<file path="src/rtl/isfn_pkg.sv">
`timescale 1ns / 1ps
// ----------------------------------------------------------------------------
// isfn_pkg
// Shared types and constants of the sample-to-intensity mapper.
// ----------------------------------------------------------------------------
package isfn_pkg;

    localparam int SAMPLE_W    = 16;
    localparam int NOISE_W     = 17;
    localparam int INTENS_W    = 16;
    localparam int NFIELD_W    = 16;
    localparam int DEST_W      = 24;
    localparam int SUM_W       = 56;
    localparam int FMT_W       = 2;
    localparam int WIDTH_REG_W = 13;
    localparam int COUNT_REG_W = 25;
    localparam int DONE_W      = 24;

    localparam int MAX_WIDTH_DEF  = 4096;
    localparam int MAX_PIXELS_DEF = 16777216;

    localparam int QUEUE_DEPTH = 2;

    localparam int APB_ADDR_W = 5;
    localparam int APB_DATA_W = 32;

    // Intensity and noise-field limits per format size
    localparam logic [INTENS_W:0] MAX_16 = 17'd65535;
    localparam logic [INTENS_W:0] MAX_8  = 17'd255;
    localparam logic signed [INTENS_W+1:0] NLO_16 = -18'sd32768;
    localparam logic signed [INTENS_W+1:0] NHI_16 = 18'sd32767;
    localparam logic signed [INTENS_W+1:0] NLO_8  = -18'sd128;
    localparam logic signed [INTENS_W+1:0] NHI_8  = 18'sd127;

    typedef enum logic [FMT_W-1:0] {
        FMT_S16 = 2'd0,
        FMT_U16 = 2'd1,
        FMT_U8  = 2'd2,
        FMT_S8  = 2'd3
    } fmt_t;

    typedef enum logic [2:0] {
        CFG_SOURCE_FORMAT = 3'd0,
        CFG_INVERT_MODE   = 3'd1,
        CFG_IMAGE_WIDTH   = 3'd2,
        CFG_PIXEL_COUNT   = 3'd3,
        CFG_NOISE_ENABLE  = 3'd4
    } cfg_index_t;

    // One classified item handed from the front part to the back part
    typedef struct packed {
        logic [INTENS_W-1:0]       base;
        logic                      is8;
        logic signed [NOISE_W-1:0] noise;
        logic                      nf_en;
        logic [DEST_W-1:0]         dest;
        logic                      last;
        logic                      start;
    } item_t;

    // Settings the front part works from
    typedef struct packed {
        logic [FMT_W-1:0]       source_format;
        logic                   invert_mode;
        logic [WIDTH_REG_W-1:0] image_width;
        logic [COUNT_REG_W-1:0] pixel_count;
        logic                   noise_field_enable;
    } cfg_t;

endpackage

</file>
<file path="src/rtl/int_sample_to_intensity_flip_noise_top.sv">
`timescale 1ns / 1ps
// ----------------------------------------------------------------------------
// int_sample_to_intensity_flip_noise_top
// Maps raw pixel samples to noised, clamped intensities in flipped row order.
// ----------------------------------------------------------------------------
//
//  channel   direction  handshake               payload
//  s_axis    in         tvalid / tready         tdata: sample, noise
//  m_axis    out        tvalid / tready         tdata: intensity, noise_field,
//                                               dest_index, square_sum; tlast
//  apb       in         psel / penable / pready 5 registers at 4*i
//
//  One item per cycle sustained while the sink keeps tready high. Items pass
//  through the queue, then the add, clamp and square stages; the accumulate
//  and the output register load together. The 56-bit running total is
//  registered and feeds back into its adder. Reset clears the frame state,
//  configuration, valid flags and total; no clearing pass is needed.
//  The queue lets the front keep taking items while the back is stalled,
//  until two items wait; the output register decouples the sink.
//
module int_sample_to_intensity_flip_noise_top #(
    parameter int MAX_WIDTH  = isfn_pkg::MAX_WIDTH_DEF,
    parameter int MAX_PIXELS = isfn_pkg::MAX_PIXELS_DEF
) (
    input  logic                                clk,
    input  logic                                rst_n,

    // Input items
    input  logic                                s_axis_tvalid,
    output logic                                s_axis_tready,
    input  logic [39:0]                         s_axis_tdata,  // [15:0] sample, [32:16] noise

    // Result items
    output logic                                m_axis_tvalid,
    input  logic                                m_axis_tready,
    output logic [111:0]                        m_axis_tdata,  // [15:0] intensity,
                                                               // [31:16] noise_field,
                                                               // [55:32] dest_index,
                                                               // [111:56] square_sum
    output logic                                m_axis_tlast,  // frame_last

    // Configuration
    input  logic                                psel,
    input  logic                                penable,
    input  logic                                pwrite,
    input  logic [isfn_pkg::APB_ADDR_W-1:0]     paddr,
    input  logic [isfn_pkg::APB_DATA_W-1:0]     pwdata,
    output logic [isfn_pkg::APB_DATA_W-1:0]     prdata,
    output logic                                pready
);

    isfn_pkg::cfg_t   cfg_reg, cfg_next;
    isfn_pkg::item_t  push_item;
    isfn_pkg::item_t  pop_item;
    isfn_pkg::cfg_index_t reg_sel;

    logic                               wr_en;
    logic                               q_push;
    logic                               q_full;
    logic                               q_valid;
    logic                               q_pop;
    logic [isfn_pkg::INTENS_W-1:0]      intensity;
    logic [isfn_pkg::NFIELD_W-1:0]      noise_field;
    logic [isfn_pkg::DEST_W-1:0]        dest_index;
    logic [isfn_pkg::SUM_W-1:0]         square_sum;

    // ---------------------------------------------------------------- config
    assign pready  = 1'b1;
    assign wr_en   = psel && penable && pwrite && pready;
    assign reg_sel = isfn_pkg::cfg_index_t'(paddr[4:2]);

    // Decode the write; addresses past the last register are ignored
    always_comb
    begin
        cfg_next = cfg_reg;
        if (wr_en)
        begin
            unique case (reg_sel)
                isfn_pkg::CFG_SOURCE_FORMAT:
                    cfg_next.source_format = pwdata[isfn_pkg::FMT_W-1:0];
                isfn_pkg::CFG_INVERT_MODE:
                    cfg_next.invert_mode = pwdata[0];
                isfn_pkg::CFG_IMAGE_WIDTH:
                    cfg_next.image_width = pwdata[isfn_pkg::WIDTH_REG_W-1:0];
                isfn_pkg::CFG_PIXEL_COUNT:
                    cfg_next.pixel_count = pwdata[isfn_pkg::COUNT_REG_W-1:0];
                isfn_pkg::CFG_NOISE_ENABLE:
                    cfg_next.noise_field_enable = pwdata[0];
                default:
                    cfg_next = cfg_reg;
            endcase
        end
    end

    // Read back the addressed register, zero-extended
    always_comb
    begin
        unique case (reg_sel)
            isfn_pkg::CFG_SOURCE_FORMAT:
                prdata = isfn_pkg::APB_DATA_W'(cfg_reg.source_format);
            isfn_pkg::CFG_INVERT_MODE:
                prdata = isfn_pkg::APB_DATA_W'(cfg_reg.invert_mode);
            isfn_pkg::CFG_IMAGE_WIDTH:
                prdata = isfn_pkg::APB_DATA_W'(cfg_reg.image_width);
            isfn_pkg::CFG_PIXEL_COUNT:
                prdata = isfn_pkg::APB_DATA_W'(cfg_reg.pixel_count);
            isfn_pkg::CFG_NOISE_ENABLE:
                prdata = isfn_pkg::APB_DATA_W'(cfg_reg.noise_field_enable);
            default:
                prdata = '0;
        endcase
    end

    always_ff @(posedge clk or negedge rst_n)
    begin
        if (!rst_n)
        begin
            cfg_reg.source_format      <= '0;
            cfg_reg.invert_mode        <= 1'b0;
            cfg_reg.image_width        <= isfn_pkg::WIDTH_REG_W'(1);
            cfg_reg.pixel_count        <= isfn_pkg::COUNT_REG_W'(1);
            cfg_reg.noise_field_enable <= 1'b0;
        end
        else
        begin
            cfg_reg <= cfg_next;
        end
    end

    // ------------------------------------------------------------ front part
    // Map the sample, track row and frame position
    isfn_front #(
        .MAX_WIDTH  (MAX_WIDTH),
        .MAX_PIXELS (MAX_PIXELS)
    ) u_front (
        .clk      (clk),
        .rst_n    (rst_n),
        .cfg      (cfg_reg),
        .in_valid (s_axis_tvalid),
        .in_ready (s_axis_tready),
        .sample   (s_axis_tdata[15:0]),
        .noise    ($signed(s_axis_tdata[32:16])),
        .q_push   (q_push),
        .q_full   (q_full),
        .q_item   (push_item)
    );

    // ----------------------------------------------------------------- queue
    isfn_queue u_queue (
        .clk       (clk),
        .rst_n     (rst_n),
        .push      (q_push),
        .push_item (push_item),
        .full      (q_full),
        .pop_valid (q_valid),
        .pop       (q_pop),
        .pop_item  (pop_item)
    );

    // ------------------------------------------------------------- back part
    // Add noise, clamp, square and accumulate per frame
    isfn_back u_back (
        .clk         (clk),
        .rst_n       (rst_n),
        .item_valid  (q_valid),
        .item_pop    (q_pop),
        .item        (pop_item),
        .out_valid   (m_axis_tvalid),
        .out_ready   (m_axis_tready),
        .intensity   (intensity),
        .noise_field (noise_field),
        .dest_index  (dest_index),
        .square_sum  (square_sum),
        .frame_last  (m_axis_tlast)
    );

    assign m_axis_tdata = {square_sum, dest_index, noise_field, intensity};

endmodule

</file>
<file path="src/rtl/isfn_front.sv">
`timescale 1ns / 1ps
// ----------------------------------------------------------------------------
// isfn_front
// Accepts samples, maps them to a base intensity and tracks frame position.
// ----------------------------------------------------------------------------
module isfn_front #(
    parameter int MAX_WIDTH  = isfn_pkg::MAX_WIDTH_DEF,
    parameter int MAX_PIXELS = isfn_pkg::MAX_PIXELS_DEF
) (
    input  logic                                  clk,
    input  logic                                  rst_n,
    input  isfn_pkg::cfg_t                        cfg,
    input  logic                                  in_valid,
    output logic                                  in_ready,
    input  logic [isfn_pkg::SAMPLE_W-1:0]         sample,
    input  logic signed [isfn_pkg::NOISE_W-1:0]   noise,
    output logic                                  q_push,
    input  logic                                  q_full,
    output isfn_pkg::item_t                       q_item
);

    localparam int CW = $clog2(MAX_WIDTH + 1);

    logic [isfn_pkg::DONE_W-1:0]      pixels_done_reg, pixels_done_next;
    logic [isfn_pkg::DEST_W-1:0]      dest_ptr_reg, dest_ptr_next;
    logic [CW-1:0]                    col_reg, col_next;

    logic [isfn_pkg::WIDTH_REG_W-1:0] eff_width;
    logic [isfn_pkg::COUNT_REG_W-1:0] eff_count;
    logic [isfn_pkg::DEST_W-1:0]      frame_base;
    logic [isfn_pkg::DEST_W-1:0]      dest;
    logic [isfn_pkg::DEST_W-1:0]      wrap_step;
    logic [CW-1:0]                    col_cur;
    logic [CW-1:0]                    col_inc;
    logic                             start;
    logic                             last;
    logic                             wrap;
    logic                             accept;
    logic [isfn_pkg::INTENS_W-1:0]    straight;
    logic [isfn_pkg::INTENS_W-1:0]    base;

    assign in_ready = !q_full;
    assign accept   = in_valid && in_ready;
    assign q_push   = accept;

    // Clamp width and count to the supported range
    always_comb
    begin
        if (cfg.image_width == '0)
            eff_width = isfn_pkg::WIDTH_REG_W'(1);
        else if (32'(cfg.image_width) > 32'(MAX_WIDTH))
            eff_width = isfn_pkg::WIDTH_REG_W'(MAX_WIDTH);
        else
            eff_width = cfg.image_width;

        if (cfg.pixel_count == '0)
            eff_count = isfn_pkg::COUNT_REG_W'(1);
        else if (32'(cfg.pixel_count) > 32'(MAX_PIXELS))
            eff_count = isfn_pkg::COUNT_REG_W'(MAX_PIXELS);
        else
            eff_count = cfg.pixel_count;
    end

    // Frame position: start of the last row, walking rows upward
    always_comb
    begin
        start      = (pixels_done_reg == '0);
        frame_base = isfn_pkg::DEST_W'(eff_count - isfn_pkg::COUNT_REG_W'(eff_width));
        dest       = start ? frame_base : dest_ptr_reg;
        col_cur    = start ? '0 : col_reg;
        col_inc    = col_cur + CW'(1);
        wrap       = (32'(col_inc) >= 32'(eff_width));
        wrap_step  = isfn_pkg::DEST_W'(1)
                     - isfn_pkg::DEST_W'({eff_width, 1'b0});
        last       = ({1'b0, pixels_done_reg} + 25'd1) >= eff_count;

        dest_ptr_next    = dest + (wrap ? wrap_step : isfn_pkg::DEST_W'(1));
        col_next         = wrap ? '0 : col_inc;
        pixels_done_next = last ? '0 : pixels_done_reg + isfn_pkg::DONE_W'(1);
    end

    // Map the raw sample; inverted mapping is the complement within the format width
    always_comb
    begin
        unique case (isfn_pkg::fmt_t'(cfg.source_format))
            isfn_pkg::FMT_S16: straight = sample ^ 16'h8000;
            isfn_pkg::FMT_U16: straight = sample;
            isfn_pkg::FMT_U8:  straight = {8'h00, sample[7:0]};
            isfn_pkg::FMT_S8:  straight = {8'h00, sample[7:0] ^ 8'h80};
            default:           straight = sample;
        endcase
        if (!cfg.invert_mode)
            base = straight;
        else if (cfg.source_format[1])
            base = {8'h00, ~straight[7:0]};
        else
            base = ~straight;
    end

    always_comb
    begin
        q_item.base  = base;
        q_item.is8   = cfg.source_format[1];
        q_item.noise = noise;
        q_item.nf_en = cfg.noise_field_enable;
        q_item.dest  = dest;
        q_item.last  = last;
        q_item.start = start;
    end

    always_ff @(posedge clk or negedge rst_n)
    begin
        if (!rst_n)
        begin
            pixels_done_reg <= '0;
            dest_ptr_reg    <= '0;
            col_reg         <= '0;
        end
        else if (accept)
        begin
            pixels_done_reg <= pixels_done_next;
            dest_ptr_reg    <= dest_ptr_next;
            col_reg         <= col_next;
        end
    end

endmodule

</file>
<file path="src/rtl/isfn_queue.sv">
`timescale 1ns / 1ps
// ----------------------------------------------------------------------------
// isfn_queue
// Short item queue between the front and back parts.
// ----------------------------------------------------------------------------
module isfn_queue (
    input  logic            clk,
    input  logic            rst_n,
    input  logic            push,
    input  isfn_pkg::item_t push_item,
    output logic            full,
    output logic            pop_valid,
    input  logic            pop,
    output isfn_pkg::item_t pop_item
);

    localparam int PW = $clog2(isfn_pkg::QUEUE_DEPTH);
    localparam int NW = $clog2(isfn_pkg::QUEUE_DEPTH + 1);

    isfn_pkg::item_t mem_reg [isfn_pkg::QUEUE_DEPTH];
    logic [PW-1:0]   wr_ptr_reg, wr_ptr_next;
    logic [PW-1:0]   rd_ptr_reg, rd_ptr_next;
    logic [NW-1:0]   cnt_reg, cnt_next;
    logic            do_push;
    logic            do_pop;

    assign full      = (cnt_reg == NW'(isfn_pkg::QUEUE_DEPTH));
    assign pop_valid = (cnt_reg != '0);
    assign do_push   = push && !full;
    assign do_pop    = pop && pop_valid;
    assign pop_item  = mem_reg[rd_ptr_reg];

    always_comb
    begin
        wr_ptr_next = wr_ptr_reg;
        rd_ptr_next = rd_ptr_reg;
        if (do_push)
            wr_ptr_next = (32'(wr_ptr_reg) == isfn_pkg::QUEUE_DEPTH - 1) ? '0
                          : wr_ptr_reg + PW'(1);
        if (do_pop)
            rd_ptr_next = (32'(rd_ptr_reg) == isfn_pkg::QUEUE_DEPTH - 1) ? '0
                          : rd_ptr_reg + PW'(1);
        cnt_next = cnt_reg + NW'(do_push) - NW'(do_pop);
    end

    always_ff @(posedge clk)
    begin
        if (do_push)
            mem_reg[wr_ptr_reg] <= push_item;
    end

    always_ff @(posedge clk or negedge rst_n)
    begin
        if (!rst_n)
        begin
            wr_ptr_reg <= '0;
            rd_ptr_reg <= '0;
            cnt_reg    <= '0;
        end
        else
        begin
            wr_ptr_reg <= wr_ptr_next;
            rd_ptr_reg <= rd_ptr_next;
            cnt_reg    <= cnt_next;
        end
    end

endmodule

</file>
<file path="src/rtl/isfn_back.sv">
`timescale 1ns / 1ps
// ----------------------------------------------------------------------------
// isfn_back
// Adds noise, clamps, squares the difference and accumulates per frame.
// ----------------------------------------------------------------------------
module isfn_back (
    input  logic                                 clk,
    input  logic                                 rst_n,
    input  logic                                 item_valid,
    output logic                                 item_pop,
    input  isfn_pkg::item_t                      item,
    output logic                                 out_valid,
    input  logic                                 out_ready,
    output logic [isfn_pkg::INTENS_W-1:0]        intensity,
    output logic [isfn_pkg::NFIELD_W-1:0]        noise_field,
    output logic [isfn_pkg::DEST_W-1:0]          dest_index,
    output logic [isfn_pkg::SUM_W-1:0]           square_sum,
    output logic                                 frame_last
);

    localparam int IW = isfn_pkg::INTENS_W;

    // Stage 1: raw sum and the difference that applies on overflow
    logic                     v1_reg;
    logic signed [IW+1:0]     sum1_reg;
    logic signed [IW+1:0]     ovr1_reg;
    logic [IW-1:0]            base1_reg;
    logic signed [IW+1:0]     noise1_reg;
    logic [IW:0]              max1_reg;
    logic                     is8_1_reg;
    logic                     nfen1_reg;
    logic [isfn_pkg::DEST_W-1:0] dest1_reg;
    logic                     last1_reg;
    logic                     start1_reg;

    // Stage 2: clamped intensity, noise field, magnitude
    logic                     v2_reg;
    logic [IW-1:0]            val2_reg;
    logic [IW-1:0]            nf2_reg;
    logic [IW-1:0]            adif2_reg;
    logic [isfn_pkg::DEST_W-1:0] dest2_reg;
    logic                     last2_reg;
    logic                     start2_reg;

    // Stage 3: square
    logic                     v3_reg;
    logic [2*IW-1:0]          sq3_reg;
    logic [IW-1:0]            val3_reg;
    logic [IW-1:0]            nf3_reg;
    logic [isfn_pkg::DEST_W-1:0] dest3_reg;
    logic                     last3_reg;
    logic                     start3_reg;

    // Output register, holding the frame total
    logic                     ov_reg;
    logic [IW-1:0]            val_o_reg;
    logic [IW-1:0]            nf_o_reg;
    logic [isfn_pkg::DEST_W-1:0] dest_o_reg;
    logic                     last_o_reg;
    logic [isfn_pkg::SUM_W-1:0] total_reg, total_next;

    logic en1, en2, en3, en4;
    logic [IW:0]              max_in;
    logic signed [IW+1:0]     sum_in;
    logic signed [IW+1:0]     dif2;
    logic [IW-1:0]            val2;
    logic signed [IW+1:0]     nlo2;
    logic signed [IW+1:0]     nhi2;
    logic signed [IW+1:0]     nfw2;
    logic [IW+1:0]            mag2;

    assign en4      = !ov_reg || out_ready;
    assign en3      = !v3_reg || en4;
    assign en2      = !v2_reg || en3;
    assign en1      = !v1_reg || en2;
    assign item_pop = item_valid && en1;

    assign max_in = item.is8 ? isfn_pkg::MAX_8 : isfn_pkg::MAX_16;
    assign sum_in = $signed({2'b00, item.base}) + (IW+2)'(item.noise);

    // Clamp: below zero, above the format maximum, or pass the noise through
    always_comb
    begin
        priority if (sum1_reg < 0)
        begin
            val2 = '0;
            dif2 = -$signed({2'b00, base1_reg});
        end
        else if (sum1_reg > $signed({1'b0, max1_reg}))
        begin
            val2 = max1_reg[IW-1:0];
            dif2 = ovr1_reg;
        end
        else
        begin
            val2 = sum1_reg[IW-1:0];
            dif2 = noise1_reg;
        end

        nlo2 = is8_1_reg ? isfn_pkg::NLO_8 : isfn_pkg::NLO_16;
        nhi2 = is8_1_reg ? isfn_pkg::NHI_8 : isfn_pkg::NHI_16;
        priority if (!nfen1_reg)
            nfw2 = '0;
        else if (dif2 < nlo2)
            nfw2 = nlo2;
        else if (dif2 > nhi2)
            nfw2 = nhi2;
        else
            nfw2 = dif2;

        mag2 = (dif2 < 0) ? (IW+2)'(-dif2) : (IW+2)'(dif2);
    end

    assign total_next = (start3_reg ? '0 : total_reg)
                        + isfn_pkg::SUM_W'(sq3_reg);

    always_ff @(posedge clk or negedge rst_n)
    begin
        if (!rst_n)
        begin
            v1_reg    <= 1'b0;
            v2_reg    <= 1'b0;
            v3_reg    <= 1'b0;
            ov_reg    <= 1'b0;
            total_reg <= '0;
        end
        else
        begin
            if (en1)
                v1_reg <= item_valid;
            if (en2)
                v2_reg <= v1_reg;
            if (en3)
                v3_reg <= v2_reg;
            if (en4)
                ov_reg <= v3_reg;
            if (en4 && v3_reg)
                total_reg <= total_next;
        end
    end

    always_ff @(posedge clk)
    begin
        if (en1)
        begin
            sum1_reg   <= sum_in;
            ovr1_reg   <= $signed({1'b0, max_in}) - $signed({2'b00, item.base});
            base1_reg  <= item.base;
            noise1_reg <= (IW+2)'(item.noise);
            max1_reg   <= max_in;
            is8_1_reg  <= item.is8;
            nfen1_reg  <= item.nf_en;
            dest1_reg  <= item.dest;
            last1_reg  <= item.last;
            start1_reg <= item.start;
        end
        if (en2)
        begin
            val2_reg   <= val2;
            nf2_reg    <= nfw2[IW-1:0];
            adif2_reg  <= mag2[IW-1:0];
            dest2_reg  <= dest1_reg;
            last2_reg  <= last1_reg;
            start2_reg <= start1_reg;
        end
        if (en3)
        begin
            sq3_reg    <= {{IW{1'b0}}, adif2_reg} * {{IW{1'b0}}, adif2_reg};
            val3_reg   <= val2_reg;
            nf3_reg    <= nf2_reg;
            dest3_reg  <= dest2_reg;
            last3_reg  <= last2_reg;
            start3_reg <= start2_reg;
        end
        if (en4 && v3_reg)
        begin
            val_o_reg  <= val3_reg;
            nf_o_reg   <= nf3_reg;
            dest_o_reg <= dest3_reg;
            last_o_reg <= last3_reg;
        end
    end

    assign out_valid   = ov_reg;
    assign intensity   = val_o_reg;
    assign noise_field = nf_o_reg;
    assign dest_index  = dest_o_reg;
    assign square_sum  = total_reg;
    assign frame_last  = last_o_reg;

endmodule

</file>
<file path="config.mk">
export PLATFORM = sky130hd
export DESIGN_NAME = int_sample_to_intensity_flip_noise_top
export DESIGN_NICKNAME = d
export VERILOG_FILES = /design/src/rtl/isfn_pkg.sv /design/src/rtl/int_sample_to_intensity_flip_noise_top.sv /design/src/rtl/isfn_front.sv /design/src/rtl/isfn_queue.sv /design/src/rtl/isfn_back.sv
export SDC_FILE = /design/constraint.sdc
export NUM_CORES = 2
export LEC_CHECK = 0
export ABC_AREA = 1
export BUFFER_PORTS_ARGS = -buffer_cell sky130_fd_sc_hd__buf_2
export CAP_MARGIN = 10
export CORE_MARGIN = 2
export CORE_UTILIZATION = 30
export CTS_CLUSTER_SIZE = 12
export DETAILED_ROUTE_END_ITERATION = 10
export GPL_TIMING_DRIVEN = 0
export PLACE_DENSITY = 0.59
export SETUP_SLACK_MARGIN = 0.02
export SLEW_MARGIN = 20
export SYNTH_ARGS = -nofsm -noshare
export SYNTH_HDL_FRONTEND = slang
export SYNTH_SLANG_ARGS = --single-unit
</file>
<file path="constraint.sdc">
create_clock -name clk -period 6.99 [get_ports clk]
set_input_delay 0.699 -clock clk [delete_from_list [all_inputs] [get_ports clk]]
set_output_delay 0.699 -clock clk [all_outputs]
set_load 0.005 [all_outputs]
</file>
==> results.json <==
{
  "vias": 28100,
  "whs_ps": 62.07,
  "clk_latency_ps": 650,
  "post-synth-top-area-cell": "edfxtp_1",
  "cap_violations": 0,
  "crit_chain": "clkbuf_2, nand2_1, inv_1, fa_1, fa_1, fa_1, inv_1, fa_1, fa_1, inv_1, fa_1, ha_1, nand2_1, o21ai_0, a21oi_2, o21ai_1, a21boi_2, o21ai_1, a21oi_1, o21ai_1, nand3_1, nand3_1, nand2_1",
  "finClkSkew_ps": 55.37,
  "route.detailed.drc": 0,
  "coreArea_mm2": 0.1270,
  "drtIter0Drc": 1910,
  "cts_buffers": 72,
  "setup_viol": 0,
  "grt.overflow.total": 0,
  "drt-wirelength-per-cell_um": 16.13,
  "grt_usage_pct": 14.97,
  "grt_max_degree": 90,
  "layout-drive-gt1-share_pct": 12.32,
  "synthTopCellsByArea": "edfxtp_1 (35%), dfrtp_1 (11%), fa_1 (8.9%), nand2_1 (8.5%), ha_1 (8.1%)",
  "crit_type": "reg -> reg",
  "largest_reg_flops": 122,
  "io_pins": 232,
  "ys.warnings.count": 0,
  "synth_top_flop_cell": "edfxtp_1",
  "hold_path.class": "in -> async",
  "cp_slowest_cell": "edfxtp_1",
  "layout.nets": 4882,
  "setup_slack_ps": 347.2,
  "drv_slew": 0,
  "pre_cts_slack_ps": -1709,
  "ys_seq_area_share_pct": 45.47,
  "fin_crit_sh_pct": 95.03,
  "synthArstFlopShare_pct": 27.51,
  "dieHeight_um": 361.1,
  "synthDistinctLibCells": 68,
  "status": "finished clean",
  "cts_hold_buffers": 0,
  "clock-root-buffer": "clkbuf_16",
  "antenna_left": 0,
  "antenna_found_initial": 1,
  "synth.top_cell.area_share_pct": 34.54,
  "cts_max_level": 3,
  "synthCells": 4069,
  "cts_tree": "built",
  "crit_buf_inv": 4,
  "cp_top_family": "adder cells",
  "path_common_cell": "fa_1",
  "hold_viol": 0,
  "ys_ff_latch": 607,
  "wl_um": 98310,
  "placed_cells": 5954,
  "grt_pass1_vias": 27860,
  "die_w_um": 361.1,
  "relSlewSlack_pct": 33.77,
  "cpPeakStageDelay_ps": 620,
  "fp-row-count": 131,
  "design.die.area_mm2": 0.1304,
  "worstPathArrival_ps": 7020,
  "path_clk_slew_ps": 60,
  "hpwlAfterDp_um": 76350,
  "clock-sinks": 607,
  "path_max_fanout": 10,
  "crit_path_end_kind": "flop",
  "fin_tns_setup_ps": 0,
  "initial_core_util_pct": 30.11,
  "required_ps": 7370,
  "netlist_area_mm2": 0.03825,
  "timing.fmax_mhz": 150.5,
  "yosysMostFrequentCell": "nand2_1",
  "post-route-min-period_ps": 6643,
  "clock_path_buffers": 3,
  "io_buffers": 207,
  "syn_avg_cell_area_um2": 9.401,
  "synth_edf_count": 440,
  "ys_top_cells_by_count": "nand2_1 (866), inv_1 (698), edfxtp_1 (440), nor2_1 (269), ha_1 (247)",
  "finalNonFillerCells": 6095,
  "place_congestion": 0.9107,
  "critPathLaunchType": "flop",
  "tightestPinTransition_ps": 993.5,
  "syn2layout_area_growth_pct": 15.87,
  "grt_pass1_wl_um": 153500,
  "drt_pass1_iterations": 6,
  "via_per_inst": 4.610
}
==> what timing repair did <==
item | 4_1_cts | 5_1_grt
buffers inserted | 1 | 23
resized for setup | 29 | 29
pin swaps | 1 | 3
setup endpoints to repair | 24 | 17
==> path summary, 6_finish.rpt <==
path / start / endpoint / slack [ps] / cells after the start
setup / recovery: u_back.adif2_reg[8] / u_back.sq3_reg[28] / 350 / 23
hold / removal: rst_n / u_front.pixels_done_reg[13] / 60 / 1
setup reg to reg: u_back.adif2_reg[8] / u_back.sq3_reg[28] / 350 / 23
hold reg to reg: u_back.dest3_reg[3] / u_back.dest_index[3] / 400 / 0
max in group asynchronous: rst_n / u_back.square_sum[20] / 5920 / 2
min in group clk: s_axis_tdata[17] / u_queue.mem_reg[1][28] / 250 / 1
==> per-layer routing <==
layer | GRT usage (%) | share of wire (%) | vias to the layer above
met5 | 0 | 0 | -
met4 | 4.086 | 2.4 | 0
met3 | 2.386 | 4.7 | 136
met2 | 26.20 | 49 | 649
met1 | 19.07 | 44 | 13460
li1 | - | - | 13850
==> stage by stage <==
stage,utilization [%],cell area [um2]
3_3_place_gp,32.59,41390
5_1_grt,34.89,44320
4_1_cts,34.72,44100
3_5_place_dp,32.79,41660
6_report,34.89,44320
2_1_floorplan,-,38280
==> layout make-up <==
| class | count | area, um2 |
|---|---|---|
| sequential | 607 | 17390 |
| multi-input combinational | 2627 | 17720 |
| antenna | 1 | 2.502 |
| clock buffer | 93 | 1931 |
| tap | 1662 | 2079 |
| buffer | 105 | 539.3 |
| timing repair buffer | 241 | 1451 |
| inverter | 726 | 2740 |
| clock inverter | 33 | 462.9 |
| fill | 12870 | 82700 |
==> cell families after synthesis <==
family	after synthesis	share of synthesized area, %
adders and majority gates	418	17.03
and+or+nand+nor	1458	16.36
DFF	607	45.47
AOI/OAI and AO/OA	551	8.193
buffers and inverters	841	8.507
other	2	0.01963
xor gates and xnor gates	187	4.281
muxes	5	0.1374
==> layout by cell type (no fill, tap or decap), types with 12 or more instances in the layout <==
master,synthesis,layout
nand2_1,866,866
inv_1,698,695
edfxtp_1,440,440
nor2_1,269,266
ha_1,247,247
buf_2,7,217
o21ai_0,198,193
a21oi_1,191,188
fa_1,171,171
dfrtp_1,165,165
xor2_1,129,128
nand3_1,116,116
clkbuf_1,89,74
clkbuf_16,0,72
xnor2_1,58,58
nand4_1,48,48
buf_4,14,37
nor3_1,36,35
or2_2,32,32
o22ai_1,28,28
a31oi_1,27,27
inv_2,23,23
nor4_1,21,21
o21ai_1,17,20
nand2_2,17,17
clkbuf_2,0,15
nor2_2,11,12
Power is not shown: default switching activity piles up to over one toggle a cycle in this logic, so the estimate is an artifact.
